File: src/rtl/hrlf_pkg.sv
// ----------------------------------------------------------------------------
// hrlf_pkg
// Shared types and constants of the request length framer: byte classes,
// parser phases, status codes and the queue entry between front and back.
// ----------------------------------------------------------------------------
package hrlf_pkg;

    localparam int unsigned KEY_LEN   = 15;
    localparam int unsigned KEY_POS_W = 4;

    localparam logic [7:0] KEY_TEXT [0:KEY_LEN-1] = '{
        8'h43, 8'h6f, 8'h6e, 8'h74, 8'h65, 8'h6e, 8'h74, 8'h2d,
        8'h4c, 8'h65, 8'h6e, 8'h67, 8'h74, 8'h68, 8'h3a
    };

    localparam logic [7:0] CH_CR    = 8'h0d;
    localparam logic [7:0] CH_LF    = 8'h0a;
    localparam logic [7:0] CH_SPACE = 8'h20;
    localparam logic [7:0] CH_TAB   = 8'h09;
    localparam logic [7:0] CH_ZERO  = 8'h30;
    localparam logic [7:0] CH_NINE  = 8'h39;

    localparam logic [15:0] MAX_BYTES_RESET = 16'd8191;
    localparam logic [16:0] TARGET_CAP      = 17'h10000;
    localparam logic [15:0] LENGTH_SAT      = 16'hffff;

    typedef enum logic [1:0] {
        PH_PREFIX = 2'd0,
        PH_SPACE  = 2'd1,
        PH_DIGITS = 2'd2,
        PH_REJECT = 2'd3
    } hrlf_phase_t;

    typedef enum logic [1:0] {
        ST_RECEIVING = 2'd0,
        ST_COMPLETE  = 2'd1,
        ST_ERROR     = 2'd2
    } hrlf_status_t;

    typedef struct packed {
        logic                new_request;
        logic                is_cr;
        logic                is_lf;
        logic                is_ws;
        logic                is_digit;
        logic [3:0]          digit;
        logic [KEY_LEN:0]    key_hit;
    } hrlf_item_t;

endpackage

File: src/rtl/hrlf_front.sv
// ----------------------------------------------------------------------------
// hrlf_front
// Accepts request bytes, classifies each one and holds the classified
// entries in a two-entry queue for the parser.
// ----------------------------------------------------------------------------
module hrlf_front
    import hrlf_pkg::*;
(
    input  logic       aclk,
    input  logic       aresetn,
    input  logic       s_valid,
    output logic       s_ready,
    input  logic [7:0] s_byte_in,
    input  logic       s_new_request,
    output logic       q_valid,
    output hrlf_item_t q_item,
    input  logic       q_pop
);

    hrlf_item_t item_in;
    hrlf_item_t mem_reg [0:1];
    logic       wr_ptr_reg, wr_ptr_next;
    logic       rd_ptr_reg, rd_ptr_next;
    logic [1:0] count_reg, count_next;
    logic       push;
    logic       pop;

    // byte classification
    always_comb begin
        item_in             = '0;
        item_in.new_request = s_new_request;
        item_in.is_cr       = (s_byte_in == CH_CR);
        item_in.is_lf       = (s_byte_in == CH_LF);
        item_in.is_ws       = (s_byte_in == CH_SPACE) || (s_byte_in == CH_TAB);
        item_in.is_digit    = (s_byte_in >= CH_ZERO) && (s_byte_in <= CH_NINE);
        item_in.digit       = 4'(s_byte_in - CH_ZERO);
        for (int k = 0; k < KEY_LEN; k++) begin
            item_in.key_hit[k] = (s_byte_in == KEY_TEXT[k]);
        end
    end

    assign s_ready = (count_reg != 2'd2);
    assign q_valid = (count_reg != 2'd0);
    assign q_item  = mem_reg[rd_ptr_reg];
    assign push    = s_valid && s_ready;
    assign pop     = q_pop && q_valid;

    always_comb begin
        wr_ptr_next = wr_ptr_reg ^ push;
        rd_ptr_next = rd_ptr_reg ^ pop;
        count_next  = count_reg + 2'(push) - 2'(pop);
    end

    always_ff @(posedge aclk) begin
        if (push) begin
            mem_reg[wr_ptr_reg] <= item_in;
        end
    end

    always_ff @(posedge aclk) begin
        if (!aresetn) begin
            wr_ptr_reg <= 1'b0;
            rd_ptr_reg <= 1'b0;
            count_reg  <= 2'd0;
        end else begin
            wr_ptr_reg <= wr_ptr_next;
            rd_ptr_reg <= rd_ptr_next;
            count_reg  <= count_next;
        end
    end

    a_count_bound: assert property (@(posedge aclk) disable iff (!aresetn)
        count_reg != 2'd3)
        else $error("queue occupancy out of range");

    a_push_only_grows: assert property (@(posedge aclk) disable iff (!aresetn)
        (push && !pop) |=> (count_reg == $past(count_reg) + 2'd1))
        else $error("queue did not grow on push");

    a_pop_only_shrinks: assert property (@(posedge aclk) disable iff (!aresetn)
        (pop && !push) |=> (count_reg == $past(count_reg) - 2'd1))
        else $error("queue did not shrink on pop");

endmodule

File: src/rtl/hrlf_back.sv
// ----------------------------------------------------------------------------
// hrlf_back
// Header line parser and body counter. Takes one queued byte per cycle while
// the output is not stalled, and registers the result for the output channel.
// ----------------------------------------------------------------------------
module hrlf_back
    import hrlf_pkg::*;
#(
    parameter int unsigned LENGTH_BITS = 64
) (
    input  logic        aclk,
    input  logic        aresetn,
    input  logic [15:0] max_bytes,
    input  logic        q_valid,
    input  hrlf_item_t  q_item,
    output logic        q_pop,
    output logic        m_valid,
    input  logic        m_ready,
    output logic [1:0]  m_status,
    output logic        m_header_end,
    output logic        m_length_seen,
    output logic [15:0] m_body_size,
    output logic [15:0] m_bytes_taken
);

    localparam int unsigned WW = LENGTH_BITS + 4;
    localparam int unsigned EW = LENGTH_BITS + 17;

    logic                   pend_cr_reg, pend_cr_next;
    hrlf_phase_t            phase_reg, phase_next;
    logic [KEY_POS_W-1:0]   pos_reg, pos_next;
    logic                   nonempty_reg, nonempty_next;
    logic                   digit_seen_reg, digit_seen_next;
    logic [LENGTH_BITS-1:0] acc_reg, acc_next;
    logic                   len_taken_reg, len_taken_next;
    logic [LENGTH_BITS-1:0] body_reg, body_next;
    logic                   hdr_end_reg, hdr_end_next;
    logic [15:0]            count_reg, count_next;
    logic [16:0]            target_reg, target_next;
    hrlf_status_t           outcome_reg, outcome_next;

    logic                   out_valid_reg;
    logic [1:0]             out_status_reg;
    logic                   out_hdr_reg;
    logic                   out_len_reg;
    logic [15:0]            out_clen_reg, clen_next;
    logic [15:0]            out_bytes_reg;

    logic                   take;
    logic [WW-1:0]          acc_wide;
    logic [EW-1:0]          body_ext;
    logic [16:0]            add17;
    logic [16:0]            total17;

    assign take  = q_valid && (!out_valid_reg || m_ready);
    assign q_pop = take;

    always_comb begin
        pend_cr_next    = pend_cr_reg;
        phase_next      = phase_reg;
        pos_next        = pos_reg;
        nonempty_next   = nonempty_reg;
        digit_seen_next = digit_seen_reg;
        acc_next        = acc_reg;
        len_taken_next  = len_taken_reg;
        body_next       = body_reg;
        hdr_end_next    = hdr_end_reg;
        count_next      = count_reg;
        target_next     = target_reg;
        outcome_next    = outcome_reg;
        acc_wide        = '0;
        body_ext        = '0;
        add17           = '0;
        total17         = '0;

        if (q_item.new_request) begin
            pend_cr_next    = 1'b0;
            phase_next      = PH_PREFIX;
            pos_next        = '0;
            nonempty_next   = 1'b0;
            digit_seen_next = 1'b0;
            acc_next        = '0;
            len_taken_next  = 1'b0;
            body_next       = '0;
            hdr_end_next    = 1'b0;
            count_next      = '0;
            target_next     = '0;
            outcome_next    = ST_RECEIVING;
        end

        if (outcome_next == ST_RECEIVING) begin
            count_next = count_next + 16'd1;
            if (!hdr_end_next) begin
                if (pend_cr_next && q_item.is_lf) begin
                    // line end
                    pend_cr_next = 1'b0;
                    if (!nonempty_next) begin
                        body_ext = EW'(body_next);
                        add17 = (body_ext > EW'(TARGET_CAP)) ? TARGET_CAP
                                                             : body_ext[16:0];
                        total17 = {1'b0, count_next} + add17;
                        hdr_end_next = 1'b1;
                        target_next  = total17;
                        if (total17 > {1'b0, max_bytes}) begin
                            outcome_next = ST_ERROR;
                        end
                    end else begin
                        if (!len_taken_next && phase_next == PH_DIGITS
                                && digit_seen_next) begin
                            body_next      = acc_next;
                            len_taken_next = 1'b1;
                        end
                        phase_next      = PH_PREFIX;
                        pos_next        = '0;
                        nonempty_next   = 1'b0;
                        digit_seen_next = 1'b0;
                        acc_next        = '0;
                    end
                end else begin
                    // a held cr that is not followed by lf is a plain char
                    if (pend_cr_next) begin
                        nonempty_next = 1'b1;
                        phase_next    = PH_REJECT;
                    end
                    pend_cr_next = q_item.is_cr;
                    if (!q_item.is_cr) begin
                        nonempty_next = 1'b1;
                        case (phase_next)
                            PH_PREFIX: begin
                                if (pos_next != KEY_POS_W'(KEY_LEN)
                                        && q_item.key_hit[pos_next]) begin
                                    pos_next = pos_next + KEY_POS_W'(1);
                                    if (pos_next == KEY_POS_W'(KEY_LEN)) begin
                                        phase_next = PH_SPACE;
                                    end
                                end else begin
                                    phase_next = PH_REJECT;
                                end
                            end
                            PH_SPACE, PH_DIGITS: begin
                                if (phase_next == PH_SPACE && q_item.is_ws) begin
                                    phase_next = PH_SPACE;
                                end else if (!q_item.is_digit) begin
                                    phase_next = PH_REJECT;
                                end else begin
                                    acc_wide = (WW'(acc_next) << 3)
                                             + (WW'(acc_next) << 1)
                                             + WW'(q_item.digit);
                                    if (acc_wide[WW-1:LENGTH_BITS] != '0) begin
                                        phase_next = PH_REJECT;
                                    end else begin
                                        acc_next        = acc_wide[LENGTH_BITS-1:0];
                                        digit_seen_next = 1'b1;
                                        phase_next      = PH_DIGITS;
                                    end
                                end
                            end
                            default: begin
                                phase_next = PH_REJECT;
                            end
                        endcase
                    end
                end
            end
            if (outcome_next == ST_RECEIVING) begin
                if (hdr_end_next && {1'b0, count_next} >= target_next) begin
                    outcome_next = ST_COMPLETE;
                end else if (count_next >= max_bytes) begin
                    outcome_next = ST_ERROR;
                end
            end
        end

        clen_next = (EW'(body_next) > EW'(LENGTH_SAT)) ? LENGTH_SAT
                                                       : body_next[15:0];
    end

    always_ff @(posedge aclk) begin
        if (!aresetn) begin
            pend_cr_reg    <= 1'b0;
            phase_reg      <= PH_PREFIX;
            pos_reg        <= '0;
            nonempty_reg   <= 1'b0;
            digit_seen_reg <= 1'b0;
            acc_reg        <= '0;
            len_taken_reg  <= 1'b0;
            body_reg       <= '0;
            hdr_end_reg    <= 1'b0;
            count_reg      <= '0;
            target_reg     <= '0;
            outcome_reg    <= ST_RECEIVING;
            out_valid_reg  <= 1'b0;
        end else begin
            if (take) begin
                pend_cr_reg    <= pend_cr_next;
                phase_reg      <= phase_next;
                pos_reg        <= pos_next;
                nonempty_reg   <= nonempty_next;
                digit_seen_reg <= digit_seen_next;
                acc_reg        <= acc_next;
                len_taken_reg  <= len_taken_next;
                body_reg       <= body_next;
                hdr_end_reg    <= hdr_end_next;
                count_reg      <= count_next;
                target_reg     <= target_next;
                outcome_reg    <= outcome_next;
                out_valid_reg  <= 1'b1;
            end else if (m_ready) begin
                out_valid_reg  <= 1'b0;
            end
        end
    end

    // result payload
    always_ff @(posedge aclk) begin
        if (take) begin
            out_status_reg <= outcome_next;
            out_hdr_reg    <= hdr_end_next;
            out_len_reg    <= len_taken_next;
            out_clen_reg   <= clen_next;
            out_bytes_reg  <= count_next;
        end
    end

    assign m_valid       = out_valid_reg;
    assign m_status      = out_status_reg;
    assign m_header_end  = out_hdr_reg;
    assign m_length_seen = out_len_reg;
    assign m_body_size   = out_clen_reg;
    assign m_bytes_taken = out_bytes_reg;

    a_complete_needs_headers: assert property (@(posedge aclk) disable iff (!aresetn)
        (m_valid && m_status == ST_COMPLETE) |-> m_header_end)
        else $error("complete reported before header end");

    a_no_length_no_value: assert property (@(posedge aclk) disable iff (!aresetn)
        (m_valid && !m_length_seen) |-> (m_body_size == '0))
        else $error("content length set without length line");

    a_held_after_outcome: assert property (@(posedge aclk) disable iff (!aresetn)
        (take && !q_item.new_request && outcome_reg != ST_RECEIVING)
            |=> $stable(count_reg))
        else $error("byte counted after outcome");

    a_digits_phase: assert property (@(posedge aclk) disable iff (!aresetn)
        (phase_reg == PH_DIGITS) |-> digit_seen_reg)
        else $error("digit phase without a digit");

endmodule

File: src/rtl/http_request_length_framer_top.sv
// ----------------------------------------------------------------------------
// http_request_length_framer_top
// Frames one request per byte stream by its content length line.
// The byte is held in the queue, then the parser registers the result for it.
// Throughput: one byte per cycle while the output is not stalled, bound by the parser update.
// Reset clears queue, parser and output, and sets the size limit to 8191.
// ----------------------------------------------------------------------------
module http_request_length_framer_top
    import hrlf_pkg::*;
#(
    parameter int unsigned LENGTH_BITS = 64
) (
    input  logic        aclk,
    input  logic        aresetn,
    input  logic        cfg_wr_en,
    input  logic [15:0] cfg_wr_data,
    input  logic        s_valid,
    output logic        s_ready,
    input  logic [7:0]  s_byte_in,
    input  logic        s_new_request,
    output logic        m_valid,
    input  logic        m_ready,
    output logic [1:0]  m_status,
    output logic        m_header_end,
    output logic        m_length_seen,
    output logic [15:0] m_body_size,
    output logic [15:0] m_bytes_taken
);

    logic [15:0] max_bytes_reg, max_bytes_next;
    logic        q_valid;
    logic        q_pop;
    hrlf_item_t  q_item;

    assign max_bytes_next = cfg_wr_en ? cfg_wr_data : max_bytes_reg;

    always_ff @(posedge aclk) begin
        if (!aresetn) begin
            max_bytes_reg <= MAX_BYTES_RESET;
        end else begin
            max_bytes_reg <= max_bytes_next;
        end
    end

    hrlf_front u_front (
        .aclk          (aclk),
        .aresetn       (aresetn),
        .s_valid       (s_valid),
        .s_ready       (s_ready),
        .s_byte_in     (s_byte_in),
        .s_new_request (s_new_request),
        .q_valid       (q_valid),
        .q_item        (q_item),
        .q_pop         (q_pop)
    );

    hrlf_back #(
        .LENGTH_BITS (LENGTH_BITS)
    ) u_back (
        .aclk          (aclk),
        .aresetn       (aresetn),
        .max_bytes     (max_bytes_reg),
        .q_valid       (q_valid),
        .q_item        (q_item),
        .q_pop         (q_pop),
        .m_valid       (m_valid),
        .m_ready       (m_ready),
        .m_status      (m_status),
        .m_header_end  (m_header_end),
        .m_length_seen (m_length_seen),
        .m_body_size   (m_body_size),
        .m_bytes_taken (m_bytes_taken)
    );

endmodule

File: config.mk
export PLATFORM = sky130hd
export DESIGN_NAME = http_request_length_framer_top
export DESIGN_NICKNAME = d
export VERILOG_FILES = /design/src/rtl/hrlf_pkg.sv /design/src/rtl/hrlf_front.sv /design/src/rtl/hrlf_back.sv /design/src/rtl/http_request_length_framer_top.sv
export SDC_FILE = /design/constraint.sdc
export NUM_CORES = 1
export LEC_CHECK = 0
export ABC_AREA = 1
export BUFFER_PORTS_ARGS = -buffer_cell sky130_fd_sc_hd__buf_2
export CAP_MARGIN = 20
export CORE_MARGIN = 8
export CORE_UTILIZATION = 25
export DETAILED_ROUTE_END_ITERATION = 7
export RECOVER_POWER = 100
export REMOVE_ABC_BUFFERS = 1
export SETUP_SLACK_MARGIN = 0.3
export SYNTH_ARGS = -nofsm -noshare
export SYNTH_HDL_FRONTEND = slang
export SYNTH_SLANG_ARGS = --single-unit
File: constraint.sdc
create_clock -name aclk -period 6.1 [get_ports aclk]
set_input_delay 0.61 -clock aclk [delete_from_list [all_inputs] [get_ports aclk]]
set_output_delay 0.61 -clock aclk [all_outputs]
set_load 0.1 [all_outputs]
After elaboration in Yosys (flattened, before gate mapping). Memories as Yosys holds them, arrays and structs flattened. A register that Yosys moved wholly into a read port is not among the register bits. Cells that the tools add are included.

Memories: 1. Bits in registers: 231. Bits of input ports: 30. Bits in writable memories: 48.

Multiplexer cells: 98. Bitwise logic cells: 2. $add $sub $neg: 8. Equality and inequality tests: 20. $lt $le $gt $ge: 8. Reduce and logical (&&, ||, !) cells: 21.

Memory list: u_front.mem_reg (depth 2, width 24, read ports 1, clocked after Yosys merged registers in 1, wr ports 1, RTL line hrlf_front.sv:21) `hrlf_item_t mem_reg [0:1];`.

Operators by type and width (count): two-way mux 64 bit (16); two-way mux 17 bit (7); adder 67 x 65 -> 68 bit (1); adder 68 x 4 -> 68 bit (1); equality test 8 x 7 -> 1 bit, second input constant (8); > comparator 64 x 16 -> 1 bit, second input constant (1); > comparator 64 x 17 -> 1 bit, second input constant (1); two-way mux 2 bit (24); two-way mux 1 bit (39); two-way mux 16 bit (2); two-way mux 4 bit (8); equality test 8 x 4 -> 1 bit, second input constant (3); equality test 8 x 6 -> 1 bit, second input constant (3); adder 16 x 17 -> 17 bit (1); >= comparator 16 x 17 -> 1 bit (1); > comparator 17 x 16 -> 1 bit (1); adder 16 x 1 -> 16 bit, second input constant (1); >= comparator 16 bit (1); logical AND 1 bit (10); >= comparator 8 x 6 -> 1 bit, second input constant (1); less-or-equal comparator 8 x 6 -> 1 bit, second input constant (1); logical NOT 2 bit (3); < comparator 4 x 5 -> 1 bit, second input constant (1); adder 4 x 1 -> 4 bit, second input constant (1); other kinds (16) (21).

Longest topological paths before layout. Gate-level depths: netlist of the first run.

Depth after elaboration: 14. Depth in mapped cells: 41. Gate-level depth less buffers: 38.

Hierarchy. Synthesis of the first run repeated with hierarchy kept, for this count alone.

Cells, all modules: 3646. Area, all modules: 23069.6 um2.

Modules (own cells, without submodules): hrlf_back (cells each 3419, area an instance 20533.4 um2, seq. area each 4584.4 um2, times used 1); hrlf_front (cells each 151, area an instance 1939.4 um2, seq. area each 1241.2 um2, times used 1); http_request_length_framer_top (cells each 76, area an instance 596.8 um2, seq. area each 320.3 um2, times used 1).

Least setup slack after synthesis of the first run. Ideal clock, no wire load.

Path kind: register -> register. Start point: reg (tool-made name). End point: reg u_back.out_status_reg[1] (netlist: u_back.m_status[1]), data pin. Cell stages (with the launch flop): 36. Data required time: 5.846 ns. Library setup time: 0.254 ns. Arrival time: 5.106 ns. Slack: 0.740 ns. Cells stage by stage: dfxtp_1 > buf_6 > nand2_4 > nand2_4 > buf_6 > buf_2 > clkbuf_1 > buf_2 > buf_1 > nor2_1 > ha_1 > inv_1 > nor3_2 > nand3_1 > xor2_1 > ha_1 > nand2_1 > nor3_1 > nand2_1 > o211ai_1 > a31oi_1 > o21ai_0 > a21boi_0 > xor2_1 > o21ai_0 > inv_1 > ha_1 > nand2_1 > nor4_1 > a31oi_1 > nand2_1 > nand2_1 > o21bai_1 > nand2_1 > nand2_1 > nand2_1.

RTL lines: to (signal assigned) (RTL line hrlf_back.sv:217) `out_status_reg <= outcome_next;`; to (decl) (RTL line hrlf_back.sv:43) `logic [1:0] out_status_reg;`.

==> impl_metrics.xml, run 1 <==
<?xml version="1.0" encoding="UTF-8"?>
<metrics>
  <group name="final_layout">
    <metric name="layout.cells.non_filler" unit="">5074</metric>
    <metric name="layout_cells_sized_above_1" unit="">0.0433</metric>
    <metric name="layout.filler_cells" unit="">10500</metric>
    <metric name="nNetsFinal" unit="">4019</metric>
    <metric name="antenna_cells_inserted" unit="">0</metric>
    <metric name="layout.core_utilization" unit="">0.280</metric>
    <metric name="area_growth_from_synthesis_to_layout" unit="%">11.4</metric>
  </group>
  <group name="floorplan">
    <metric name="die_x" unit="µm">324</metric>
    <metric name="die_area" unit="µm²">105000</metric>
    <metric name="floorplan.rows" unit="">113</metric>
    <metric name="start_util" unit="">0.251</metric>
    <metric name="core-area" unit="µm²">94600</metric>
    <metric name="io-pin-count" unit="">68</metric>
    <metric name="die_height" unit="µm">324</metric>
  </group>
  <group name="clock_network">
    <metric name="ctsHoldBuffers" unit="">0</metric>
    <metric name="numCtsBuffers" unit="">30</metric>
    <metric name="clock_tree_from_tritoncts" unit="">built</metric>
    <metric name="cts_root_buffer" unit="">sky130_fd_sc_hd__clkbuf_16</metric>
    <metric name="htree_levels" unit="">1</metric>
    <metric name="tritoncts_num_sinks" unit="">270</metric>
    <metric name="cts-root-to-sink-buffers" unit="">3</metric>
    <metric name="clk_transition_reported_paths" unit="ns">0.07</metric>
    <metric name="worstSkewPairLatency" unit="ns">0.60</metric>
  </group>
  <group name="drt">
    <metric name="totalWireLength" unit="mm">80.8</metric>
    <metric name="postRouteAntennaNets" unit="">0</metric>
    <metric name="vias_per_cell" unit="">4.80</metric>
    <metric name="drt_pre_antenna_iters" unit="">5</metric>
    <metric name="num_vias" unit="">24300</metric>
    <metric name="drt_first_iter_violations" unit="">2137</metric>
    <metric name="routedWlPerCell" unit="µm">15.9</metric>
    <metric name="drc" unit="">0</metric>
  </group>
  <group name="global_routing">
    <metric name="grt_first_pass_wirelength" unit="mm">125</metric>
    <metric name="grt_overflow" unit="">0</metric>
    <metric name="gr-usage-all-layers" unit="">0.146</metric>
    <metric name="grt_max_degree" unit="">244</metric>
    <metric name="grt_pass1_vias" unit="">22500</metric>
    <metric name="grt_antenna_before_repair" unit="">0</metric>
  </group>
  <group name="min_path">
    <metric name="hp-class" unit="">in2reg</metric>
    <metric name="hp-start" unit="">cfg_wr_data[0]</metric>
  </group>
  <group name="power_and_ir_drop">
    <metric name="netSwitchingPower" unit="µW">7200</metric>
    <metric name="clock_power_share" unit="">0.147</metric>
    <metric name="power_frac_comb" unit="">0.633</metric>
    <metric name="netSwitchingFraction" unit="">0.537</metric>
    <metric name="leakage" unit="µW">0.0126</metric>
    <metric name="share_seq_of_total_power" unit="">0.220</metric>
    <metric name="p_per_area" unit="nW/µm²">507</metric>
    <metric name="cell_internal_pwr" unit="µW">6220</metric>
    <metric name="total_power" unit="µW">13400</metric>
    <metric name="ir_drop" unit="mV">0.347</metric>
  </group>
  <group name="synth">
    <metric name="synth.top_cells.by_area" unit="">sky130_fd_sc_hd__dfxtp_1 (17%), sky130_fd_sc_hd__nand2_1 (14%), sky130_fd_sc_hd__ha_1 (11%)</metric>
    <metric name="combined_area_of_all_synthesized_cells" unit="µm²">23700</metric>
    <metric name="yosysTopAreaCell" unit="">sky130_fd_sc_hd__dfxtp_1</metric>
    <metric name="synth-seq-area-share" unit="">0.259</metric>
    <metric name="synthArstFlopShare" unit="">0</metric>
    <metric name="synth_cell_type_count" unit="">60</metric>
    <metric name="synth-main-ff-cell" unit="">sky130_fd_sc_hd__dfxtp_1</metric>
    <metric name="yosysTopAreaCellShare" unit="">0.165</metric>
    <metric name="netlist_instances" unit="">3804</metric>
    <metric name="synth_enable_flop_cells" unit="">74</metric>
    <metric name="synthTopCellsByCount" unit="">sky130_fd_sc_hd__nand2_1 (862), sky130_fd_sc_hd__inv_1 (609), sky130_fd_sc_hd__a21oi_1 (431), sky130_fd_sc_hd__nor2_1 (355), sky130_fd_sc_hd__o21ai_0 (340)</metric>
    <metric name="library_cell_with_the_highest_instance_count_after_synthesis" unit="">sky130_fd_sc_hd__nand2_1</metric>
    <metric name="avgSynthCellArea" unit="µm²">6.24</metric>
    <metric name="synthesis.yosys.warnings" unit="">0</metric>
    <metric name="yosys_register_bits" unit="">270</metric>
  </group>
  <group name="timing">
    <metric name="relative_max_transition_margin" unit="">-1.56</metric>
    <metric name="hold_viol_final" unit="">0</metric>
    <metric name="min_period" unit="ns">5.59</metric>
    <metric name="fin_skew" unit="ns">0.0498</metric>
    <metric name="tightestPinTransition" unit="ns">3.85</metric>
    <metric name="unrepaired_setup_endpoints_after_global_routing" unit="">no</metric>
    <metric name="finalSetupViolCount" unit="">0</metric>
    <metric name="fin_crit_sh" unit="">0.916</metric>
    <metric name="slew_viol_final" unit="">562</metric>
    <metric name="fmax" unit="MHz">179</metric>
  </group>
  <group name="worst_setup_path">
    <metric name="timing_worst_setup_path_type" unit="">reg2reg</metric>
    <metric name="path_max_fanout" unit="">49</metric>
    <metric name="start_kind" unit="">register</metric>
    <metric name="cp-end-kind" unit="">register</metric>
    <metric name="critPathRequiredTime" unit="ns">6.36</metric>
    <metric name="worst_ep_arrival_time" unit="ns">5.84</metric>
  </group>
  <group name="outcome">
    <metric name="run_status" unit="">complete, but fails checks</metric>
    <metric name="failed_checks" unit="">max-capacitance violations, max-slew violations</metric>
  </group>
  <group name="placement">
    <metric name="post-dp-hpwl" unit="mm">60.0</metric>
    <metric name="gpl.final_weighted_congestion" unit="">0.946</metric>
    <metric name="port_buf_inserts" unit="">67</metric>
    <metric name="place_inst" unit="">5007</metric>
  </group>
  <group name="run">
    <metric name="maxCapViolCount" unit="">7</metric>
  </group>
</metrics>
worst paths after layout:
check	endpoint	slack [ns]	cells past startpoint
worst max-delay path	u_back.m_body_size[6]	0.51	15
worst min-delay path	max_bytes_reg[0]	0.22	3
worst max register to register	u_back.m_body_size[6]	0.51	15
worst min register to register	u_back.body_reg[60]	0.46	2
worst max-delay path: stages, from the launching register on:
cell and delay (ns):
sky130_fd_sc_hd__dfxtp_1 0.35, sky130_fd_sc_hd__inv_2 0.08, sky130_fd_sc_hd__nand2_2 0.11, sky130_fd_sc_hd__nand2_8 0.15, sky130_fd_sc_hd__buf_4 0.14, sky130_fd_sc_hd__inv_4 0.10, sky130_fd_sc_hd__buf_4 0.24, sky130_fd_sc_hd__o21ai_4 0.15
sky130_fd_sc_hd__clkinvlp_2 0.84, sky130_fd_sc_hd__nor2_1 0.49, sky130_fd_sc_hd__nand2_2 0.57, sky130_fd_sc_hd__o21ai_0 0.45, sky130_fd_sc_hd__nor4b_1 0.30, sky130_fd_sc_hd__nand3b_1 0.25, sky130_fd_sc_hd__nor2_2 0.72, sky130_fd_sc_hd__nand3_1 0.28
per-stage QoR:
step	setup slack, ns	hold WS (ns)	cell area [µm²]	setup TNS [ns]
finish	0.511	0.219	26500	0
global route	0.154	0.211	26500	0
CTS	0.415	0.188	26400	0
detailed placement	0.389	0.453	25400	0
global placement	0.413	0.452	25300	0
floorplan	-10.59	0.436	23100	-1214.28
cells by family after synthesis:
group                    synth area share
XOR/XNOR                           0.0262
buffers and inverters               0.127
AO/OA/AOI/OAI                       0.198
multiplexers                      0.00169
flip-flops                          0.259
adder cells (fa/ha/maj)             0.108
AND/OR/NAND/NOR                     0.279
area by class of cell:
cell class	instances	area (µm²)	area share
Tap cell	1265	1580	0.0598
Clock inverter	20	236	0.00894
Clock buffer	36	815	0.0308
Sequential cell	270	6150	0.232
Multi-Input combinational cell	2747	14700	0.554
Inverter	623	2340	0.0885
Timing Repair Buffer	113	671	0.0253
power groups by stage:
stage	Combinational [µW]	Clock [µW]	Sequential, µW
after CTS	8380	2010	2940
after floorplan	4810	0	3290
after global routing	9480	2090	3020
after detailed placement	8340	0	2960
after global placement	8260	0	2970
final	8490	1970	2950
placed cells by master (no fill, tap or decap), drive strengths merged, types with 5 or more instances in the layout:
cell type,netlist,layout
nand2,867,868
inv,621,623
a21oi,431,431
nor2,366,366
o21ai,356,356
nand3,220,220
ha,201,201
dfxtp,196,196
clkbuf,123,93
edfxtp,74,74
buf,42,56
xor2,38,38
nor3,38,38
xnor2,33,33
nand4,33,33
nand3b,28,28
o21bai,26,26
o22ai,18,18
o211ai,14,14
nor4,13,13
clkinv,2,13
a22oi,8,8
a211oi,7,7
a31oi,5,5
o21a,5,5
a41oi,5,5
per-layer routing:
metal  vias up  track usage  part of all wire
met5         -            0                 0
met4         0       0.0367             0.025
met3       111       0.0184             0.057
met2       669        0.245              0.46
met1     11200        0.198              0.46
li1      12300            -                 -
timing repair:
| item | CTS | global route |
|---|---|---|
| setup buffers | 0 | 8 |
| resized for setup | 0 | 17 |
| setup endpoints to repair | 0 | 4 |
| hold endpoints to repair | 0 | 0 |
(Power assumes the default switching activity.)
==> run 2, diff against run 1 <==
- clock period: 6.1 -> 5.2 ns (I/O delays scaled with it)
==> impl_metrics.xml, run 2 (synthesis gave the netlist of run 1 again) <==
<?xml version="1.0" encoding="UTF-8"?>
<metrics>
  <group name="worst_setup_path">
    <metric name="worst_path_buf_inv" unit="">8</metric>
    <metric name="critPathRequiredTime" unit="ns">5.70</metric>
    <metric name="critical-path-max-stage-delay" unit="ns">0.36</metric>
    <metric name="cp-end-kind" unit="">register</metric>
    <metric name="worst_ep_arrival_time" unit="ns">5.65</metric>
    <metric name="start_kind" unit="">register</metric>
    <metric name="slowest_stage" unit="">sky130_fd_sc_hd__dfxtp_4</metric>
    <metric name="timing_worst_setup_path_type" unit="">reg2reg</metric>
    <metric name="path_max_fanout" unit="">6</metric>
    <metric name="worst_path_dominant_cell_family" unit="">simple AND/OR/NAND/NOR gates</metric>
    <metric name="cpMostUsedCell" unit="">sky130_fd_sc_hd__nand2_1</metric>
  </group>
  <group name="final_layout">
    <metric name="layout_cells_sized_above_1" unit="">0.120</metric>
    <metric name="layout.cells.most_common_list" unit="">sky130_fd_sc_hd__nand2_1 (847), sky130_fd_sc_hd__inv_1 (604), sky130_fd_sc_hd__a21oi_1 (421), sky130_fd_sc_hd__o21ai_0 (331), sky130_fd_sc_hd__nor2_1 (277)</metric>
    <metric name="nNetsFinal" unit="">4182</metric>
    <metric name="final_common_cell" unit="">sky130_fd_sc_hd__nand2_1</metric>
    <metric name="antenna_cells_inserted" unit="">0</metric>
    <metric name="area_growth_from_synthesis_to_layout" unit="%">20.2</metric>
    <metric name="finalInstanceArea" unit="µm²">28500</metric>
  </group>
  <group name="global_routing">
    <metric name="grt_antenna_before_repair" unit="">0</metric>
    <metric name="grt_first_pass_wirelength" unit="mm">129</metric>
    <metric name="grt_overflow" unit="">0</metric>
    <metric name="grt_pass1_vias" unit="">23600</metric>
    <metric name="gr-usage-all-layers" unit="">0.151</metric>
    <metric name="grt_max_degree" unit="">252</metric>
  </group>
  <group name="drt">
    <metric name="num_vias" unit="">25400</metric>
    <metric name="routedWlPerCell" unit="µm">15.9</metric>
    <metric name="drc" unit="">0</metric>
    <metric name="drt_pre_antenna_iters" unit="">6</metric>
    <metric name="vias_per_cell" unit="">4.84</metric>
    <metric name="postRouteAntennaNets" unit="">0</metric>
    <metric name="drt_first_iter_violations" unit="">1964</metric>
    <metric name="totalWireLength" unit="mm">83.5</metric>
  </group>
  <group name="placement">
    <metric name="gpl.final_weighted_congestion" unit="">0.927</metric>
    <metric name="post-dp-hpwl" unit="mm">61.9</metric>
    <metric name="post-place-ws" unit="ns">-0.184</metric>
    <metric name="port_buf_inserts" unit="">67</metric>
    <metric name="cell_area_reported_after_detailed_placement" unit="µm²">26300</metric>
  </group>
  <group name="timing">
    <metric name="fin_skew" unit="ns">0.0299</metric>
    <metric name="unrepaired_setup_endpoints_after_global_routing" unit="">yes</metric>
    <metric name="tightestPinTransition" unit="ns">3.34</metric>
    <metric name="setup_ws" unit="ns">0.0506</metric>
    <metric name="finalSetupViolCount" unit="">0</metric>
    <metric name="min_period" unit="ns">5.15</metric>
    <metric name="fmax" unit="MHz">194</metric>
    <metric name="slew_viol_final" unit="">79</metric>
    <metric name="relative_max_transition_margin" unit="">-1.23</metric>
    <metric name="fin_crit_sh" unit="">0.990</metric>
    <metric name="hold_viol_final" unit="">0</metric>
  </group>
  <group name="run">
    <metric name="maxCapViolCount" unit="">1</metric>
  </group>
  <group name="power_and_ir_drop">
    <metric name="netSwitchingPower" unit="µW">8950</metric>
    <metric name="total_power" unit="µW">16800</metric>
    <metric name="leakage" unit="µW">0.0136</metric>
    <metric name="p_per_area" unit="nW/µm²">588</metric>
    <metric name="netSwitchingFraction" unit="">0.533</metric>
    <metric name="power_frac_comb" unit="">0.668</metric>
    <metric name="cell_internal_pwr" unit="µW">7840</metric>
    <metric name="clock_power_share" unit="">0.126</metric>
    <metric name="share_seq_of_total_power" unit="">0.206</metric>
    <metric name="ir_drop" unit="mV">0.509</metric>
  </group>
  <group name="clock_network">
    <metric name="tritoncts_num_sinks" unit="">270</metric>
    <metric name="ctsHoldBuffers" unit="">0</metric>
    <metric name="cts-root-to-sink-buffers" unit="">3</metric>
    <metric name="htree_levels" unit="">1</metric>
    <metric name="clk_transition_reported_paths" unit="ns">0.06</metric>
    <metric name="worstSkewPairLatency" unit="ns">0.60</metric>
    <metric name="cts_root_buffer" unit="">sky130_fd_sc_hd__clkbuf_16</metric>
    <metric name="clock_tree_from_tritoncts" unit="">built</metric>
    <metric name="numCtsBuffers" unit="">30</metric>
  </group>
  <group name="floorplan">
    <metric name="floorplan.rows" unit="">113</metric>
    <metric name="io-pin-count" unit="">68</metric>
    <metric name="die_area" unit="µm²">105000</metric>
    <metric name="start_util" unit="">0.251</metric>
    <metric name="core-area" unit="µm²">94600</metric>
    <metric name="die_height" unit="µm">324</metric>
    <metric name="die_x" unit="µm">324</metric>
  </group>
  <group name="min_path">
    <metric name="hp-class" unit="">in2reg</metric>
  </group>
  <group name="outcome">
    <metric name="failed_checks" unit="">max-capacitance violations, max-slew violations</metric>
    <metric name="run_status" unit="">complete, but fails checks</metric>
  </group>
</metrics>
==> run 2: cell count changes in the layout (fill, tap and decap cells not counted), moves of 13 or more <==
cell                      delta
sky130_fd_sc_hd__nand2_1    -14
sky130_fd_sc_hd__nor2_1     -74
sky130_fd_sc_hd__nor2_2     +43
sky130_fd_sc_hd__nor2_4     +31
sky130_fd_sc_hd__o21ai_0    -13
sky130_fd_sc_hd__buf_4     +155
==> run 2: repair_timing <==
action | 4_1_cts | 5_1_grt
setup endpoints to repair | 16 | 72
pin swaps | 34 | 47
buffers inserted | 27 | 16
resized for setup | 63 | 164
cloned | 1 | 2
==> run 2: area by class of cell <==
type                       count  area (µm²)
inverter                     623        2350
clock buffer                  35         779
clock inverter                21         168
multi-input combinational   2746       15400
sequential                   270        6150
timing repair buffer         277        2080
tap                         1265        1580
fill                       10400       66100
==> run 2: power groups by stage <==
| stage | Combinational, µW | Clock (µW) | Sequential [µW] |
|---|---|---|---|
| 2_1_floorplan | 4940 | 0 | 3660 |
| 3_3_place_gp | 10200 | 0 | 3470 |
| 3_5_place_dp | 10300 | 0 | 3480 |
| 4_1_cts | 10600 | 2160 | 3450 |
| 5_1_grt | 12400 | 2250 | 3550 |
| 6_report | 11200 | 2110 | 3460 |
==> run 2: worst register-to-register path: cells and delay by family (launching register included) <==
family / cells / cell delay (ns)
buffers and inverters: 8 / 0.87
flip-flops: 1 / 0.36
adder cells (fa/ha/maj): 2 / 0.57
AO/OA/AOI/OAI: 9 / 1.39
AND/OR/NAND/NOR: 16 / 1.77
XOR/XNOR: 1 / 0.11
==> run 2: metal layers <==
metal	vias to the layer above	global-route usage	share of wire
met4	0	0.0478	0.031
met5	-	0	0
met3	155	0.0190	0.061
met2	804	0.256	0.47
met1	11700	0.198	0.44
li1	12700	-	-
==> run 2: worst paths after layout <==
check        slack, ns               start  cells after the start                     to
max               0.05            register                     36  u_back.outcome_reg[1]
min               0.13      cfg_wr_data[0]                      3       max_bytes_reg[0]
max reg2reg       0.05            register                     36  u_back.outcome_reg[1]
min reg2reg       0.47  u_front.rd_ptr_reg                      2               register
==> run 2: metrics by stage <==
step,setup TNS (ns),hold WS (ns),util,cells
finish,0,0.130,0.302,5237
global route,-1.09,0.123,0.302,5237
CTS,0,0.102,0.294,5219
detailed placement,-0.540,0.460,0.279,5135
global placement,-0.232,0.457,0.278,5134
floorplan,-1425.78,0.436,-,3639
